`config.mk`:
```
export PLATFORM = sky130hd
export DESIGN_NAME = utf8_codepoint_decoder_unit
export DESIGN_NICKNAME = d
export VERILOG_FILES = /design/src/hw/rtl/ucd_pkg.sv /design/src/hw/rtl/ucd_decode.sv /design/src/hw/rtl/utf8_codepoint_decoder_unit.sv
export SDC_FILE = /design/constraint.sdc
export NUM_CORES = 1
export LEC_CHECK = 0
export ABC_AREA = 1
export BUFFER_PORTS_ARGS = -buffer_cell sky130_fd_sc_hd__buf_2
export CORE_ASPECT_RATIO = 2
export CORE_MARGIN = 2
export CORE_UTILIZATION = 30
export DETAILED_ROUTE_END_ITERATION = 12
export GPL_ROUTABILITY_DRIVEN = 0
export HOLD_SLACK_MARGIN = 0.1
export PLACE_DENSITY_LB_ADDON = 0.12
export SLEW_MARGIN = 20
export SYNTH_ARGS = -nofsm -noshare
export SYNTH_HDL_FRONTEND = slang
export SYNTH_SLANG_ARGS = --single-unit
```
`constraint.sdc`:
```
create_clock -name clock -period 3.1 [get_ports clock]
set_input_delay 0.31 -clock clock [delete_from_list [all_inputs] [get_ports clock]]
set_output_delay 0.31 -clock clock [all_outputs]
set_load 0.02 [all_outputs]
```
`src/hw/rtl/ucd_pkg.sv`:
```
// Shared types and constants for the UTF-8 code point decoder.
package ucd_pkg;

   localparam int unsigned BYTE_W  = 8;
   localparam int unsigned COUNT_W = 3;
   localparam int unsigned CP_W    = 21;

   localparam logic [CP_W-1:0]    REPLACEMENT_CP = CP_W'(24'h00FFFD);
   localparam logic [COUNT_W-1:0] MAX_WINDOW     = 3'd4;

   // Lead and continuation byte patterns (value after masking) and masks
   localparam logic [BYTE_W-1:0] LEAD2_MASK = 8'hE0;
   localparam logic [BYTE_W-1:0] LEAD2_PAT  = 8'hC0;
   localparam logic [BYTE_W-1:0] LEAD3_MASK = 8'hF0;
   localparam logic [BYTE_W-1:0] LEAD3_PAT  = 8'hE0;
   localparam logic [BYTE_W-1:0] LEAD4_MASK = 8'hF8;
   localparam logic [BYTE_W-1:0] LEAD4_PAT  = 8'hF0;
   localparam logic [BYTE_W-1:0] CONT_MASK  = 8'hC0;
   localparam logic [BYTE_W-1:0] CONT_PAT   = 8'h80;

   typedef enum logic [2:0] {
      LEAD_ASCII   = 3'd0,
      LEAD_TWO     = 3'd1,
      LEAD_THREE   = 3'd2,
      LEAD_FOUR    = 3'd3,
      LEAD_INVALID = 3'd4
   } lead_class_type;

   typedef struct packed {
      logic [BYTE_W-1:0]  lead_byte;
      logic [BYTE_W-1:0]  second_byte;
      logic [BYTE_W-1:0]  third_byte;
      logic [BYTE_W-1:0]  fourth_byte;
      logic [COUNT_W-1:0] bytes_available;
   } req_word_type;

   typedef struct packed {
      logic [CP_W-1:0]    codepoint;
      logic [COUNT_W-1:0] bytes_consumed;
   } rsp_word_type;

endpackage

```
`src/hw/rtl/ucd_decode.sv`:
```
// Combinational decode of one UTF-8 window into code point and advance.
module ucd_decode (
   input  ucd_pkg::req_word_type win,
   output ucd_pkg::rsp_word_type res
);

   logic [ucd_pkg::COUNT_W-1:0] avail;
   ucd_pkg::lead_class_type     lclass;
   logic [ucd_pkg::COUNT_W-1:0] follow;
   logic                        c1, c2, c3;
   logic [ucd_pkg::CP_W-1:0]    value;

   // 5..7 saturate to 4
   assign avail = win.bytes_available[2] ? ucd_pkg::MAX_WINDOW : win.bytes_available;

   assign c1 = (win.second_byte & ucd_pkg::CONT_MASK) == ucd_pkg::CONT_PAT;
   assign c2 = (win.third_byte  & ucd_pkg::CONT_MASK) == ucd_pkg::CONT_PAT;
   assign c3 = (win.fourth_byte & ucd_pkg::CONT_MASK) == ucd_pkg::CONT_PAT;

   always_comb begin
      priority if (!win.lead_byte[7]) begin
         lclass = ucd_pkg::LEAD_ASCII;
      end else if ((win.lead_byte & ucd_pkg::LEAD2_MASK) == ucd_pkg::LEAD2_PAT) begin
         lclass = ucd_pkg::LEAD_TWO;
      end else if ((win.lead_byte & ucd_pkg::LEAD3_MASK) == ucd_pkg::LEAD3_PAT) begin
         lclass = ucd_pkg::LEAD_THREE;
      end else if ((win.lead_byte & ucd_pkg::LEAD4_MASK) == ucd_pkg::LEAD4_PAT) begin
         lclass = ucd_pkg::LEAD_FOUR;
      end else begin
         lclass = ucd_pkg::LEAD_INVALID;
      end
   end

   always_comb begin
      unique case (lclass)
         ucd_pkg::LEAD_TWO: begin
            follow = 3'd1;
            value  = {10'd0, win.lead_byte[4:0], win.second_byte[5:0]};
         end
         ucd_pkg::LEAD_THREE: begin
            follow = 3'd2;
            value  = {5'd0, win.lead_byte[3:0], win.second_byte[5:0],
                      win.third_byte[5:0]};
         end
         ucd_pkg::LEAD_FOUR: begin
            follow = 3'd3;
            value  = {win.lead_byte[2:0], win.second_byte[5:0],
                      win.third_byte[5:0], win.fourth_byte[5:0]};
         end
         default: begin
            follow = 3'd0;
            value  = {13'd0, win.lead_byte};
         end
      endcase
   end

   always_comb begin
      priority if (avail == 3'd0) begin
         res.codepoint      = '0;
         res.bytes_consumed = 3'd0;
      end else if (lclass == ucd_pkg::LEAD_ASCII) begin
         res.codepoint      = value;
         res.bytes_consumed = 3'd1;
      end else if (lclass == ucd_pkg::LEAD_INVALID) begin
         res.codepoint      = ucd_pkg::REPLACEMENT_CP;
         res.bytes_consumed = 3'd1;
      end else if (follow >= avail) begin
         // cut off by end of text: swallow the rest
         res.codepoint      = ucd_pkg::REPLACEMENT_CP;
         res.bytes_consumed = avail;
      end else if (!c1) begin
         res.codepoint      = ucd_pkg::REPLACEMENT_CP;
         res.bytes_consumed = 3'd1;
      end else if (follow >= 3'd2 && !c2) begin
         res.codepoint      = ucd_pkg::REPLACEMENT_CP;
         res.bytes_consumed = 3'd2;
      end else if (follow == 3'd3 && !c3) begin
         res.codepoint      = ucd_pkg::REPLACEMENT_CP;
         res.bytes_consumed = 3'd3;
      end else begin
         res.codepoint      = value;
         res.bytes_consumed = follow + 3'd1;
      end
   end

endmodule

```
`src/hw/rtl/utf8_codepoint_decoder_unit.sv`:
```
// Top level of the UTF-8 code point decoder: input register, decode, result register.
//
// Usage:
//  req channel: req_valid / req_stall / req_word carry one four-byte text window
//    plus the count of bytes left (saturated at four). A word is taken at a
//    rising edge with req_valid high and req_stall low.
//  rsp channel: rsp_valid / rsp_stall / rsp_word return the code point and the
//    number of bytes to advance, one result word for every request word, in order.
//  Path: a taken word passes the input register, then the result register, where
//    it shows on rsp_word; rsp_stall can hold it in either register.
//  Throughput: one word per cycle while rsp_stall is low, set by the single
//    decode stage between the two registers; a new word is taken while a finished
//    result waits, as long as the input register is empty.
//  Stall: when rsp_stall holds a result, the input register keeps its word and
//    req_stall rises only if that register is full as well.
//  Reset: synchronous, active high; both stages are emptied and no result is
//    presented until a new word arrives.
module utf8_codepoint_decoder_unit (
   input  logic                  clock,
   input  logic                  reset,
   input  logic                  req_valid,
   output logic                  req_stall,
   input  ucd_pkg::req_word_type req_word,
   output logic                  rsp_valid,
   input  logic                  rsp_stall,
   output ucd_pkg::rsp_word_type rsp_word
);

   logic                  in_valid_ff, in_valid_in;
   ucd_pkg::req_word_type in_word_ff;
   logic                  out_valid_ff, out_valid_in;
   ucd_pkg::rsp_word_type out_word_ff;
   ucd_pkg::rsp_word_type dec_word;
   logic                  out_free;
   logic                  in_move;
   logic                  req_take;

   assign out_free  = !out_valid_ff || !rsp_stall;
   assign in_move   = in_valid_ff && out_free;
   assign req_stall = in_valid_ff && !out_free;
   assign req_take  = req_valid && !req_stall;

   assign in_valid_in  = req_take || (in_valid_ff && !out_free);
   assign out_valid_in = in_move || (out_valid_ff && rsp_stall);

   ucd_decode u_decode (
      .win (in_word_ff),
      .res (dec_word)
   );

   always_ff @(posedge clock) begin
      if (reset) begin
         in_valid_ff  <= 1'b0;
         out_valid_ff <= 1'b0;
      end else begin
         in_valid_ff  <= in_valid_in;
         out_valid_ff <= out_valid_in;
      end
   end

   always_ff @(posedge clock) begin
      if (req_take) begin
         in_word_ff <= req_word;
      end
      if (in_move) begin
         out_word_ff <= dec_word;
      end
   end

   assign rsp_valid = out_valid_ff;
   assign rsp_word  = out_word_ff;

   a_stall_only_when_full: assert property (@(posedge clock) disable iff (reset)
      req_stall |-> (in_valid_ff && out_valid_ff))
      else $error("request stalled with a free stage");

   a_move_fills_out: assert property (@(posedge clock) disable iff (reset)
      in_move |=> out_valid_ff)
      else $error("decoded word lost");

   a_reset_empties: assert property (@(posedge clock)
      reset |=> (!out_valid_ff && !in_valid_ff))
      else $error("pipeline not empty after reset");

   a_count_range: assert property (@(posedge clock) disable iff (reset)
      out_valid_ff |-> (out_word_ff.bytes_consumed <= ucd_pkg::MAX_WINDOW))
      else $error("advance beyond window");

   a_end_is_zero: assert property (@(posedge clock) disable iff (reset)
      (out_valid_ff && out_word_ff.bytes_consumed == 3'd0) |->
      (out_word_ff.codepoint == '0))
      else $error("nonzero code point with no advance");

endmodule
```
=== Yosys cells after proc, flatten, opt, wreduce, memory -nomap -nowiden ===
Index checks and enable logic that the tools add are counted.

* Flip-flop bits (word level): 61
* Latch bits: 0
* Bits in writable memories: 0
* ROM bits: 0
* Input bits: 39
* Output and inout port bits: 26
* Memories: 0

* $add $sub $neg: 1
* Multiply operators: 0
* Divide/modulo/power cells: 0
* Order comparisons: 2
* Equality and inequality tests: 11
* Shift operators: 0
* Muxes and demuxes: 13
* Bitwise operators: 0
* Reductions and logical operators: 18

{| class="wikitable"
|+ Operators by type and width
! cell !! count
|-
| 24-bit 2-to-1 mux || 6
|-
| 21-bit case mux with 3 select lines || 1
|-
| 3-bit 2-to-1 mux || 5
|-
| 2-bit == test (second input constant) || 4
|-
| 3-bit by 2-bit == test with 1-bit output (second input constant) || 2
|-
| 3-bit == test (second input constant) || 2
|-
| 1-bit logical AND || 6
|-
| 1-bit zero test || 6
|-
| 3-bit zero test || 2
|-
| 2-bit case mux with 3 select lines || 1
|-
| 5-bit == test (second input constant) || 1
|-
| 4-bit == test (second input constant) || 1
|-
| 2-bit by 1-bit adder with 3-bit output (second input constant) || 1
|-
| 3-bit by 1-bit == test with 1-bit output (second input constant) || 1
|-
| 2-bit by 3-bit greater-or-equal comparator with 1-bit output || 1
|-
| 1-bit logical OR || 3
|-
| 3-bit OR reduction || 1
|-
| 2-bit greater-or-equal comparator (second input constant) || 1
|}

=== Longest topological paths before layout ===
* Depth after elaboration: 15
* Depth in mapped cells: 13
* Mapped depth without buffers: 13

=== Hierarchy ===
Synthesis repeated with hierarchy kept, for this count alone.

* Cells, all modules: 248
* Area, all modules: 2,770.2 um2

{| class="wikitable"
|+ Modules (own cells, without submodules)
! module !! instances !! cells an instance !! area each (um2)
|-
| utf8_codepoint_decoder_unit || 1 || 71 || 1,863.0
|-
| ucd_decode || 1 || 177 || 907.1
|}

=== Worst setup path after synthesis ===
OpenSTA, ideal clock, no wires.

* Path type: register to register
* Start point: register in_word_ff[34] in the netlist's numbering
* End point: register out_word_ff, in the netlist rsp_word[3] (data pin)
* Library setup time: 0.276 ns
* Arrival time: 1.977 ns
* Required time: 2.824 ns
* Path slack: 0.847 ns
* Cell stages (with the launch flop): 13
* Path buffers: 0
* Clock period less this slack: 2.253 ns
* Path through: edfxtp_1 -> nand2_2 -> nor2_4 -> nand2_2 -> nand2_1 -> inv_1 -> ha_1 -> nand3_1 -> nand4_1 -> nor2_2 -> nand2_4 -> nand2_4 -> a21oi_1

* Cells in the longest elaborated chain, start to end: 15
* Elaborated cells on any way between the ends: 25
* Those cells by class: order compare (2); eq/ne (8); mux (12); reduce/logical (3)

{| class="wikitable"
|+ RTL lines
! element !! line !! RTL
|-
| start: declaration || utf8_codepoint_decoder_unit.sv:30 || <nowiki>ucd_pkg::req_word_type in_word_ff;</nowiki>
|-
| start signal: assignment || utf8_codepoint_decoder_unit.sv:63 || <nowiki>in_word_ff <= req_word;</nowiki>
|-
| 5-bit == test || ucd_decode.sv:27 || <nowiki>end else if ((win.lead_byte & ucd_pkg::LEAD4_MASK) == ucd_pkg::LEAD4_PAT) begin</nowiki>
|-
| 3-bit 2-to-1 mux || ucd_decode.sv:27 ||
|-
| 3-bit 2-to-1 mux || ucd_decode.sv:25 || <nowiki>end else if ((win.lead_byte & ucd_pkg::LEAD3_MASK) == ucd_pkg::LEAD3_PAT) begin</nowiki>
|-
| 3-bit 2-to-1 mux || ucd_decode.sv:23 || <nowiki>end else if ((win.lead_byte & ucd_pkg::LEAD2_MASK) == ucd_pkg::LEAD2_PAT) begin</nowiki>
|-
| 3-bit 2-to-1 mux (*) || ucd_decode.sv:21 || <nowiki>priority if (!win.lead_byte[7]) begin</nowiki>
|-
| 3-bit by 2-bit == test with 1-bit output / 3-bit by 1-bit == test with 1-bit output (equally long branches) || ucd_decode.sv:35 || <nowiki>unique case (lclass)</nowiki>
|-
| 2-bit case mux with 3 select lines || ucd_decode.sv:35 ||
|-
| 2-bit == test || ucd_decode.sv:77 || <nowiki>end else if (follow == 3'd3 && !c3) begin</nowiki>
|-
| 1-bit logical AND || ucd_decode.sv:77 ||
|-
| 24-bit 2-to-1 mux || ucd_decode.sv:77 ||
|-
| 24-bit 2-to-1 mux || ucd_decode.sv:74 || <nowiki>end else if (follow >= 3'd2 && !c2) begin</nowiki>
|-
| 24-bit 2-to-1 mux || ucd_decode.sv:71 || <nowiki>end else if (!c1) begin</nowiki>
|-
| 24-bit 2-to-1 mux || ucd_decode.sv:67 || <nowiki>end else if (follow >= avail) begin</nowiki>
|-
| 24-bit 2-to-1 mux || ucd_decode.sv:64 || <nowiki>end else if (lclass == ucd_pkg::LEAD_INVALID) begin</nowiki>
|-
| 24-bit 2-to-1 mux (*) || ucd_decode.sv:61 || <nowiki>end else if (lclass == ucd_pkg::LEAD_ASCII) begin</nowiki>
|-
| end signal: assignment || utf8_codepoint_decoder_unit.sv:66 || <nowiki>out_word_ff <= dec_word;</nowiki>
|-
| end: declaration || utf8_codepoint_decoder_unit.sv:32 || <nowiki>ucd_pkg::rsp_word_type out_word_ff;</nowiki>
|}

Every way passes the cells marked *; elsewhere a longest branch is shown, timed or not.
A chain may end at the register's enable or synchronous reset.

=== Final worst setup path ===
* Start point: register in_word_ff[34] in the netlist's numbering
* End point: register out_word_ff, in the netlist rsp_word[7] (data pin)

The elaborated chain is that of the path after synthesis.

==> impl_metrics.env <==
export IMPL_status="complete, no violations"
export IMPL_overflow=0
export IMPL_p_per_area_mw_per_mm2=578.1
export IMPL_numCtsBuffers=9
export IMPL_drt_drc_violations_left=0
export IMPL_layoutNonFillerInstCount=439
export IMPL_cts_resized=0
export IMPL_final_area_mm2=0.003451
export IMPL_worst_slew_pin_slew_ns=0.6707
export IMPL_drtIter0Drc=96
export IMPL_ctsHoldBuffers=0
export IMPL_synthesis_nets=298
export IMPL_root_buffer="clkbuf_16"
export IMPL_slowest_delay_ns=0.53
export IMPL_ant_nets=0
export IMPL_seq_area_frac_synth_pct=66.45
export IMPL_wire_per_inst_um=13.26
export IMPL_hp_class="in2reg"
export IMPL_dp_cells=424
export IMPL_ir_drop_mv=0.3050
export IMPL_n_fill_cell=876
export IMPL_antenna_found_initial=0
export IMPL_required_ns=3.14
export IMPL_worstPathArrival_ns=2.58
export IMPL_worstSetupEndpointType="register"
export IMPL_min_period_ns=2.535
export IMPL_core_area_mm2=0.008890
export IMPL_syn2layout_area_growth_pct=26.57
export IMPL_clk_pin_slew_worst_paths_ns=0.05
export IMPL_final_setup_viol_count=0
export IMPL_critPathLaunchType="register"
export IMPL_totalWireLength_um=5821
export IMPL_place_ws_ns=0.5680
export IMPL_cellLeakagePower_nw=1.545
export IMPL_via_count=1930
export IMPL_die_area_mm2=0.009913
export IMPL_track_usage_pct=12.85
export IMPL_clock_sinks=61
export IMPL_netlist_instances=256
export IMPL_fmaxAchievable_mhz=394.5
export IMPL_hpwl_um=4582
export IMPL_syn_area_per_cell_um2=10.65
export IMPL_io_pins=65
export IMPL_grt_max_degree=36
export IMPL_place_area_mm2=0.003202
export IMPL_viasPerCell=4.396
export IMPL_ys_ff_latch=61
export IMPL_die_width_um=71.41
export IMPL_multiInputGateArea_um2=739.5
export IMPL_port_buffers=64
export IMPL_skew_ns=0.005880
export IMPL_cts_tree="done"
export IMPL_finalHoldViolCount=0
export IMPL_num_antenna_cells=0
export IMPL_yosys_cell_types_count=26
export IMPL_layout_drive_gt1_share_pct=27.89
export IMPL_post_cts_buffers=0
export IMPL_die_height_um=138.8
export IMPL_maxCapViolCount=0
export IMPL_cp_slowest_cell="edfxtp_1"
export IMPL_setup_slack_ns=0.5654
export IMPL_grt_setup_unrepaired="false"
export IMPL_cp_max_fo=9
export IMPL_fin_nets=375
export IMPL_slew_viol_final=0
export IMPL_relSlewSlack_pct=55.12
export IMPL_synth_warnings=0
export IMPL_finalCritPeriodShare_pct=81.76
export IMPL_final_common_cell="buf_2"
export IMPL_start_util_pct=30.67
export IMPL_layout_common_cells="buf_2 (64), nand2_1 (62), edfxtp_1 (59)"
export IMPL_max_clock_path_buffers=2
export IMPL_grt_pass1_wl_um=9604
export IMPL_tns_ns=0
export IMPL_htreeDepth=3
export IMPL_crit_path_cell_trace="nand2_2 > nor2_4 > nand2_2 > nand2_1 > inv_1 > ha_1 > nand3_1 > nand4_1 > nor2_2 > nand2_4 > nand2_4 > a21oi_1"
export IMPL_clk_latency_ns=0.33
export IMPL_grt_pass1_vias=2094
export IMPL_rows=49
export IMPL_seq_area_mm2=0.001812
export IMPL_dr_pass1_iters=4
export IMPL_worstSetupPathType="reg2reg"
export IMPL_syn_cell_area_mm2=0.002726
==> where the power goes <==
| part | internal (mW) | switching (mW) |
|---|---|---|
| sequential | 0.960 | 0.0207 |
| combinational | 0.0626 | 0.115 |
| clock | 0.524 | 0.312 |
| total | 1.55 | 0.448 |
==> layer usage <==
layer	vias up	GRT usage, %	share of wire [%]
li1	1001	-	-
met1	859	13.09	38
met2	54	21.78	54
met3	16	3.634	4.9
met4	0	9.136	3.8
met5	-	0	0
==> critical path, delay by kind of cell (launching register included) <==
| kind | cells | cell delay, ns |
|---|---|---|
| flip-flops | 1 | 0.53 |
| AO/OA/AOI/OAI | 1 | 0.07 |
| adder cells (fa/ha/maj) | 1 | 0.27 |
| AND/OR/NAND/NOR | 9 | 1.32 |
| buffers and inverters | 1 | 0.05 |
==> synthesized netlist by cell type <==
| master | number | area share [%] |
|---|---|---|
| nor3_1 | 3 | 0.55 |
| nor2_4 | 1 | 0.41 |
| a21oi_1 | 13 | 2.4 |
| nor2_1 | 23 | 3.2 |
| buf_2 | 2 | 0.37 |
| nand3b_1 | 2 | 0.55 |
| nor2_2 | 2 | 0.46 |
| o21ai_1 | 6 | 1.1 |
| nand4_1 | 3 | 0.69 |
| dfxtp_1 | 2 | 1.5 |
| nand2_2 | 2 | 0.46 |
| edfxtp_1 | 59 | 65 |
| o21ai_2 | 1 | 0.32 |
| ha_1 | 3 | 1.4 |
| inv_2 | 1 | 0.14 |
| inv_1 | 42 | 5.8 |
| nand2_4 | 2 | 0.83 |
| clkinv_1 | 1 | 0.14 |
| nor3_2 | 3 | 1.1 |
| o22ai_1 | 1 | 0.23 |
| o21ai_0 | 7 | 1.3 |
| nand3_4 | 1 | 0.64 |
| nand3_1 | 12 | 2.2 |
| clkbuf_1 | 1 | 0.14 |
| a21boi_4 | 1 | 0.69 |
| nand2_1 | 62 | 8.5 |
==> metrics by stage <==
step           hold slack (ns)  util (%)  power, mW
2_1_floorplan           0.3791         -      1.103
3_5_place_dp            0.4881     36.02      1.178
3_3_place_gp            0.4852     36.02      1.176
5_1_grt                 0.1482     38.82      2.084
4_1_cts                 0.1487     38.82      2.021
6_report                0.1549     38.82      1.995
==> path summary, 6_finish.rpt <==
check,start,to,slack (ns),cells after the start
min,req_word[2],in_word_ff[2],0.15,1
min reg2reg,in_valid_ff,rsp_valid,0.50,2
max reg2reg,in_word_ff[34],rsp_word[7],0.57,12
max,in_word_ff[34],rsp_word[7],0.57,12
==> final cells by class <==
type | count | area share [%]
flip-flops and latches | 61 | 52.50
well taps | 102 | 3.698
repair buffers | 69 | 10.37
clock inverters | 4 | 0.4714
inverters | 44 | 4.786
clock buffers | 11 | 6.744
multi-input cells | 148 | 21.43
==> kinds of logic after synthesis <==
kind of cell    synth area share (%)
flops                          66.45
compound gates                 6.012
simple gates                   19.60
buf+inv                        6.562
fa+ha+maj                      1.377
==> state kept, by name (all words and copies together), names as in the netlist <==
register and count:
in_valid_ff 1, in_word_ff 35, rsp_valid 1, rsp_word 24
No activity file was read; power rests on OpenSTA's default activity.
